### config.mk
export PLATFORM = sky130hd
export DESIGN_NAME = yfg_lane
export DESIGN_NICKNAME = d
export VERILOG_FILES = /design/src/rtl/core/yfg_pkg.sv /design/src/rtl/core/yfg_lane.sv
export SDC_FILE = /design/constraint.sdc
export NUM_CORES = 2
export LEC_CHECK = 0
export ABC_CLOCK_PERIOD_IN_PS = 15800
export BUFFER_PORTS_ARGS = -buffer_cell sky130_fd_sc_hd__buf_4
export CORE_ASPECT_RATIO = 0.6
export CORE_MARGIN = 5
export CORE_UTILIZATION = 60
export CTS_CLUSTER_DIAMETER = 40
export DETAILED_ROUTE_END_ITERATION = 6
export PLACE_DENSITY_LB_ADDON = 0.3
export SLEW_MARGIN = 20
export SYNTH_ARGS = -nofsm -noshare
export SYNTH_HDL_FRONTEND = slang
export SYNTH_SLANG_ARGS = --single-unit
### constraint.sdc
create_clock -name clk -period 15.8 [get_ports clk]
set_input_delay 3.16 -clock clk [delete_from_list [all_inputs] [get_ports clk]]
set_output_delay 3.16 -clock clk [all_outputs]
set_load 0.005 [all_outputs]
### src/rtl/core/yfg_pkg.sv
// yfg_pkg: shared types and constants for the staggered-grid field gather
// used by yfg_mem, yfg_lane and yee_field_gather_2d; no dependencies
`timescale 1ns / 1ps

package yfg_pkg;

	// default sizes of the grid and of the number formats
	localparam int GRID_X_DEF     = 64;
	localparam int GRID_Y_DEF     = 64;
	localparam int FIELD_BITS_DEF = 32;
	localparam int FRAC_BITS_DEF  = 16;

	// fixed widths of the item fields
	localparam int NUM_COMP  = 6;
	localparam int COMP_W    = 3;
	localparam int CELL_W    = 6;
	localparam int WORD_W    = 32;
	localparam int OFFS_W    = 16;
	localparam int CFG_IDX_W = 3;

	// 4x4 window of grid points around the particle cell
	localparam int WIN_IDX_W = 4;
	localparam int WIN_SIZE  = 16;

	// item kinds
	localparam logic KIND_LOAD   = 1'b0;
	localparam logic KIND_GATHER = 1'b1;

	// per component: half-cell shift along x and along y (Ex Ey Ez Bx By Bz, bit 0 = Ex)
	localparam logic [NUM_COMP-1:0] SHIFT_X = 6'b110001;
	localparam logic [NUM_COMP-1:0] SHIFT_Y = 6'b101010;

	typedef enum logic [CFG_IDX_W-1:0] {
		REG_ORDER,
		REG_EXT_E1,
		REG_EXT_E2,
		REG_EXT_E3,
		REG_EXT_B1,
		REG_EXT_B2,
		REG_EXT_B3
	} cfg_reg_t;

	typedef enum logic [2:0] {
		S_IDLE,
		S_READ,
		S_RWAIT,
		S_CALC,
		S_GAP,
		S_FINAL,
		S_DRAIN,
		S_DONE
	} fsm_t;

	typedef struct packed {
		logic                     kind;
		logic [COMP_W-1:0]        component;
		logic [CELL_W-1:0]        cell_x;
		logic [CELL_W-1:0]        cell_y;
		logic signed [WORD_W-1:0] value;
		logic [OFFS_W-1:0]        frac_x;
		logic [OFFS_W-1:0]        frac_y;
	} in_item_t;

	typedef struct packed {
		logic signed [WORD_W-1:0] e_one;
		logic signed [WORD_W-1:0] e_two;
		logic signed [WORD_W-1:0] e_three;
		logic signed [WORD_W-1:0] b_one;
		logic signed [WORD_W-1:0] b_two;
		logic signed [WORD_W-1:0] b_three;
		logic                     out_of_range;
	} out_item_t;

	// one multiply-accumulate step broadcast to all lanes
	typedef struct packed {
		logic       valid;
		logic       first;
		logic       last;
		logic       fin;
		logic [1:0] col;
		logic [1:0] tap;
	} step_t;

endpackage

### src/rtl/core/yfg_lane.sv
// yfg_lane: one field component: window registers, multiply-accumulate and
// final add of the external field with saturation; uses yfg_pkg
`timescale 1ns / 1ps

module yfg_lane #(
	parameter int FIELD_BITS = 32,
	parameter int FRAC_BITS  = 16
) (
	input  logic                                clk,
	input  logic                                arst_n,
	input  yfg_pkg::step_t                      step,
	input  logic                                win_we,
	input  logic [yfg_pkg::WIN_IDX_W-1:0]       win_idx,
	input  logic [FIELD_BITS-1:0]               win_data,
	input  logic [2:0][FRAC_BITS+1:0]           wx,
	input  logic [2:0][FRAC_BITS+1:0]           wy,
	input  logic [1:0]                          offx,
	input  logic [1:0]                          offy,
	input  logic signed [yfg_pkg::WORD_W-1:0]   ext,
	output logic signed [yfg_pkg::WORD_W-1:0]   res
);
	import yfg_pkg::*;

	localparam int VW = FIELD_BITS + 2;
	localparam int WW = FRAC_BITS + 2;
	localparam int PW = VW + WW;
	localparam int AC = PW + 2;
	localparam int SW = (VW > WORD_W + 1 ? VW : WORD_W + 1) + 1;
	localparam logic signed [AC-1:0] HALF   = AC'(1) << (FRAC_BITS - 1);
	localparam logic signed [SW-1:0] SAT_HI = SW'((64'd1 << (FIELD_BITS - 1)) - 64'd1);
	localparam logic signed [SW-1:0] SAT_LO = -SAT_HI - SW'(1);

	logic [FIELD_BITS-1:0]   win_q [WIN_SIZE];
	logic signed [VW-1:0]    d_q [3];
	logic signed [VW-1:0]    v_q;
	logic signed [AC-1:0]    acc_q;
	logic signed [PW-1:0]    prod_s1;
	step_t                   step_s1;

	logic [1:0]              wcol, wrow;
	logic signed [VW-1:0]    opnd;
	logic signed [WW-1:0]    wgt;
	logic signed [AC-1:0]    sum;
	logic signed [VW-1:0]    rnd;
	logic signed [SW-1:0]    tot, sat;

	always_ff @(posedge clk) begin
		if (win_we) begin
			win_q[win_idx] <= win_data;
		end
	end

	// operand select: window point on column passes, column result on the final pass
	always_comb begin
		wcol = offx + step.col;
		wrow = offy + step.tap;
		if (step.fin) begin
			opnd = d_q[step.tap];
			wgt  = signed'(wx[step.tap]);
		end else begin
			opnd = VW'(signed'(win_q[{wcol, wrow}]));
			wgt  = signed'(wy[step.tap]);
		end
	end

	always_ff @(posedge clk or negedge arst_n) begin
		if (!arst_n) begin
			step_s1 <= '0;
		end else begin
			step_s1 <= step;
		end
	end

	always_ff @(posedge clk) begin
		prod_s1 <= opnd * wgt;
	end

	// rounding constant rides in with the first product
	always_comb begin
		sum = (step_s1.first ? HALF : acc_q) + AC'(prod_s1);
		rnd = VW'(sum >>> FRAC_BITS);
	end

	always_ff @(posedge clk) begin
		if (step_s1.valid) begin
			acc_q <= sum;
			if (step_s1.last) begin
				if (step_s1.fin) begin
					v_q <= rnd;
				end else begin
					d_q[step_s1.col] <= rnd;
				end
			end
		end
	end

	always_comb begin
		tot = SW'(v_q) + SW'(ext);
		if (tot > SAT_HI) begin
			sat = SAT_HI;
		end else if (tot < SAT_LO) begin
			sat = SAT_LO;
		end else begin
			sat = tot;
		end
		res = WORD_W'(sat);
	end

endmodule

### Yosys cells after proc, flatten, opt, wreduce, memory -nomap -nowiden

Memory sizes are Yosys's and may differ from the RTL's.
Index checks and enable logic that the tools add are counted.

| cells by class | value |
|---|---|
| reduce and logical (&&, ||, !) cells | 1 |
| add/sub/neg operators | 4 |
| multipliers | 1 |
| multiplexer cells | 15 |
| magnitude comparators | 3 |

Operator list:

| cell | count |
|---|---|
| 18-bit binary-select mux with 2-bit select | 2 |
| 32-bit two-way mux | 2 |
| 54-bit by 52-bit adder with 54-bit output | 1 |
| 18-bit two-way mux | 3 |
| 54-bit two-way mux | 1 |
| 34-bit by 18-bit multiplier with 52-bit output | 1 |
| 34-bit by 32-bit adder with 35-bit output | 1 |
| 35-bit by 32-bit greater-than comparator with 1-bit output (second input constant) | 1 |
| 35-bit by 32-bit less-than comparator with 1-bit output (second input constant) | 1 |
| 34-bit two-way mux | 1 |
| 1-bit two-way mux | 6 |
| 2-bit adder | 2 |
| 2-bit by 3-bit less-than comparator with 1-bit output (second input constant) | 1 |
| 3-bit AND reduction | 1 |

| word-level totals | value |
|---|---|
| memories | 2 |
| register bits | 146 |
| logic and storage cells | 34 |
| RAM bits | 614 |
| output and inout bits | 32 |
| input port bits | 191 |

Memories:

| memory | words | bits a word | read ports | clocked after Yosys merged registers in | write ports | line | text |
|---|---|---|---|---|---|---|---|
| win_q | 16 | 32 | 1 | 0 | 1 | yfg_lane.sv:33 | `logic [FIELD_BITS-1:0] win_q [WIN_SIZE];` |
| d_q | 3 | 34 | 1 | 0 | 1 | yfg_lane.sv:34 | `logic signed [VW-1:0] d_q [3];` |

### Logic depth before layout (Yosys ltp)

| depth | value |
|---|---|
| depth after elaboration | 4 |
| depth in mapped cells | 35 |
| depth with buffers taken out | 32 |

### Least setup slack after synthesis

Ideal clock, no wire load.

| timing path | value |
|---|---|
| kind | input to register |
| start | input step[0] in the netlist's numbering |
| end | register prod_s1[42] |
| library setup time | 0.125 ns |
| buffers on the path | 4 |
| data required time | 15.675 ns |
| setup slack | 4.664 ns |
| arrival time | 11.011 ns |
| stages on the path | 29 |
| cells stage by stage | ha_1 buf_2 buf_1 clkbuf_1 mux4_2 mux4_2 mux2_2 buf_2 nand2_1 fa_1 fa_1 fa_1 inv_1 fa_1 fa_1 inv_1 fa_1 inv_1 ha_1 a21oi_1 o21ai_0 a21oi_1 o221ai_1 a22o_1 a311o_1 a32oi_1 nand2_1 a31oi_1 xnor2_1 |

| on the way | value |
|---|---|
| word-level cells in the longest chain between the ends | 4 |
| elaborated cells on any way between the ends | 10 |
| those cells by class | add/sub (1); mul (1); mux (6); memory (2) |

RTL lines:

| item | line | text |
|---|---|---|
| from (decl) | yfg_lane.sv:11 | `input yfg_pkg::step_t step,` |
| 2-bit adder, or another cell as far along | yfg_lane.sv:56 | `wrow = offy + step.tap;` |
| memory 16 x 32 bit, or another cell as far along | -- |  |
| 34-bit two-way mux or 18-bit two-way mux (tied branches) | yfg_lane.sv:57 | `if (step.fin) begin` |
| 34-bit by 18-bit multiplier with 52-bit output * | yfg_lane.sv:75 | `prod_s1 <= opnd * wgt;` |
| to (signal assigned) | yfg_lane.sv:75 |  |
| to (decl) | yfg_lane.sv:37 | `logic signed [PW-1:0] prod_s1;` |

Mark *: on every way between the ends. The rest lies on a longest branch, timed or not. The select of a mux whose other input is x is not followed.
A chain may end at the register's enable or synchronous reset.

### Worst setup path in the final report

| timing path | value |
|---|---|
| start | input step[0] in the netlist's numbering |
| end | register prod_s1[43] |

Same word-level chain as after synthesis.

==> summary.txt <==
Critical path
  • CP Buf/Inv Count: 5
  • Crit path capture type: register
  • FF-to-FF Start: win_q[13][9]
  • Kind of critical path: in -> reg
  • Most frequent CP cell: fa_1
  • Worst path arrival time: 13,850 ps
  • Critical path's top delay family: adder cells
  • Reg2reg path depth: 24
  • Critical path's slowest cell: a211oi_1
  • Worst setup path startpoint: step[0]
  • Critical path's largest stage delay: 1010 ps
  • Max Fanout on Critical Path: 45
  • R2r setup slk: 6440 ps
  • Critical Path Source Type: input pin
  • Worst EP required: 16,320 ps
  • Worst r2r dst: prod_s1[43]

Global routing
  • GR Layer Usage met2: 45.6%
  • Total GRT Usage: 30.2%
  • Vias in the first global route: 35,202
  • Top Usage Layer GRT: met2
  • Initial antenna violation count: 6
  • First-pass GRT wire length: 212,000 um
  • Routing usage on met1: 44.3%
  • Met3 Resource Use GR: 8.37%
  • Largest net degree at the start of global routing: 129
  • Grt total ovfl: 0

Floorplanning
  • Starting Density: 60.3%
  • DIE WIDTH: 392 um
  • Die Ht: 239 um
  • # rows: 84
  • Top Ports: 223
  • Die area: 0.0939 mm^2
  • Core area: 0.0872 mm^2

Timing
  • Worst Tran Pin Value: 1220 ps
  • Setup_tns: 0 ps
  • Final setup violation count: 0
  • Fin crit period: 13,330 ps
  • RSZ-0062 raised after global routing: false
  • Final period utilization: 84.4%
  • Slew headroom: 18.1%
  • Final hold vios: 0
  • Fin. max-slew vios: 0
  • Fmax: 75.0 MHz
  • Skew final: 63.6 ps
  • Worst hold slack: 548 ps

Yosys
  • Register bit total from synthesis: 754
  • Top FF cell, synth: edfxtp_1
  • Post-Syn Area: 0.0526 mm^2
  • YS warnings: 0
  • Avg Inst Size Synth: 12.4 um^2
  • Seq/Total Area, Yosys: 42.0%
  • Post-synthesis cell count: 4,244
  • Synth Net Count: 5,215
  • Post-synthesis async set-or-reset flop share: 0.796%
  • Post-synth EDFFs: 698
  • Synth cell types: 77

Place
  • Placed Area: 0.0558 mm^2
  • IO Port Bufs: 222
  • GP Congestion: 1.00
  • Detailed Place HPWL: 99,000 um

Worst hold path
  • Hold crit path type: reg -> reg
  • Hold endpoint: acc_q[0]
  • Worst Hold Depth: 1
  • Worst Hold Launch: prod_s1[0]

Final layout
  • Nets: 5,414
  • Layout area overhead: 10.6%
  • Layout cells sized above 1: 14.3%
  • Commonest non-fill, non-tap cell in the layout: edfxtp_1
  • Final core utilization: 66.7%
  • Most frequent cells in the layout: edfxtp_1, inv_1, fa_1
  • Final Instance Area: 0.0582 mm^2

CTS
  • Clock Sinks: 754
  • CTS tree: built
  • # Post-CTS Setup Buffers: 0
  • Reg clk slew, reported paths: 60 ps
  • H-Tree Depth: 3
  • Cts hold-fix bufs: 0
  • Max Root-Sink Buffers: 3
  • CTS buffer count: 71
  • Skew-Pair Late Insertion Delay: 650 ps
  • Root buffer cell: clkbuf_16
  • CTS resizes: 0

Routing
  • Routed WL: 140,000 um
  • Residual DRC: 30
  • Initial DRT Pass Iterations: 7
  • DR WL/cell: 24.7 um
  • Via Count: 34,469
  • Antenna Violating Nets Remaining: 0
  • Drt via density: 6.08
  • Iteration-0 DRC Markers: 3,775

Outcome
  • Failing checks: design-rule violations
  • Status: finished with violations

Job
  • # Max-Cap Violations: 0
==> state kept, by name (all words and copies together), names as in the netlist <==
register / cells
step_s1: 6
d_q: 102
v_q: 34
prod_s1: 50
win_q: 512
acc_q: 50
==> how the worst max path moves through the flow <==
stage | to | slack [ps] | depth (start not counted)
final | prod_s1[43] | 2470 | 27
after global routing | prod_s1[43] | 2150 | 29
after CTS | prod_s1[43] | 2790 | 27
after detailed placement | prod_s1[43] | 2180 | 29
after global placement | prod_s1[43] | 2420 | 27
after floorplan | prod_s1[42] | 4660 | 29
==> Yosys cell counts (all sizes together), types with 3 or more instances <==
cell type,instances,area (um^2)
nand2b,28,175
o21a,27,204
a211o,9,78.8
inv,690,2590
nor2,196,736
nor2b,69,439
nor3b,4,30.0
a2111oi,6,55.1
nand3b,4,30.0
nand2,514,1930
o21bai,14,105
o31ai,6,58.8
mux2i,55,554
and4,3,26.3
o2111ai,4,35.0
xnor2,82,718
o31a,5,43.8
nor3,32,160
nand4,7,43.8
and3,8,50.1
or2,5,31.3
clkinv,3,11.3
ha,207,2590
a311oi,4,41.3
a211oi,14,105
xor2,44,385
clkbuf,100,375
mux2,6,67.6
a21boi,6,45.0
a31oi,7,43.8
edfxtp,698,21000
a21oi,239,1200
nor4,3,18.8
o211ai,6,45.0
mux4,178,4010
dfxtp,50,1000
and2,19,119
nand3,23,115
dfrtp,6,150
buf,53,264
a21o,69,518
fa,573,11500
a221oi,6,58.8
o21ai,134,671
==> per-stage QoR <==
step / instances / worst slack (ps)
floorplan: 4244 / 4660
global placement: 5531 / 2420
detailed placement: 5531 / 2180
CTS: 5663 / 2790
global route: 5664 / 2150
finish: 5665 / 2470
==> final cells by class <==
type / count / area (um^2)
fillers: 6276 / 29100
well taps: 1161 / 1450
diodes: 2 / 5.00
inverters: 693 / 2600
flip-flops and latches: 754 / 22100
repair buffers: 279 / 2130
clock inverters: 43 / 442
multi-input cells: 2644 / 27500
clock buffers: 89 / 1920
==> kinds of logic after synthesis <==
| logic type | share of synthesized area, % |
|---|---|
| XOR/XNOR | 2.10 |
| buffers and inverters | 6.16 |
| adder cells (fa/ha/maj) | 26.7 |
| flip-flops | 42.0 |
| AND/OR/NAND/NOR | 7.53 |
| multiplexers | 8.80 |
| AO/OA/AOI/OAI | 6.66 |
==> metal layers <==
metal	vias up	wire [um]
met3	239	17300
met1	17410	55900
met4	4	3310
met5	-	21
li1	14769	-
met2	2047	63200
Power is not shown: default switching activity piles up to over one toggle a cycle in this logic, so the estimate is an artifact.
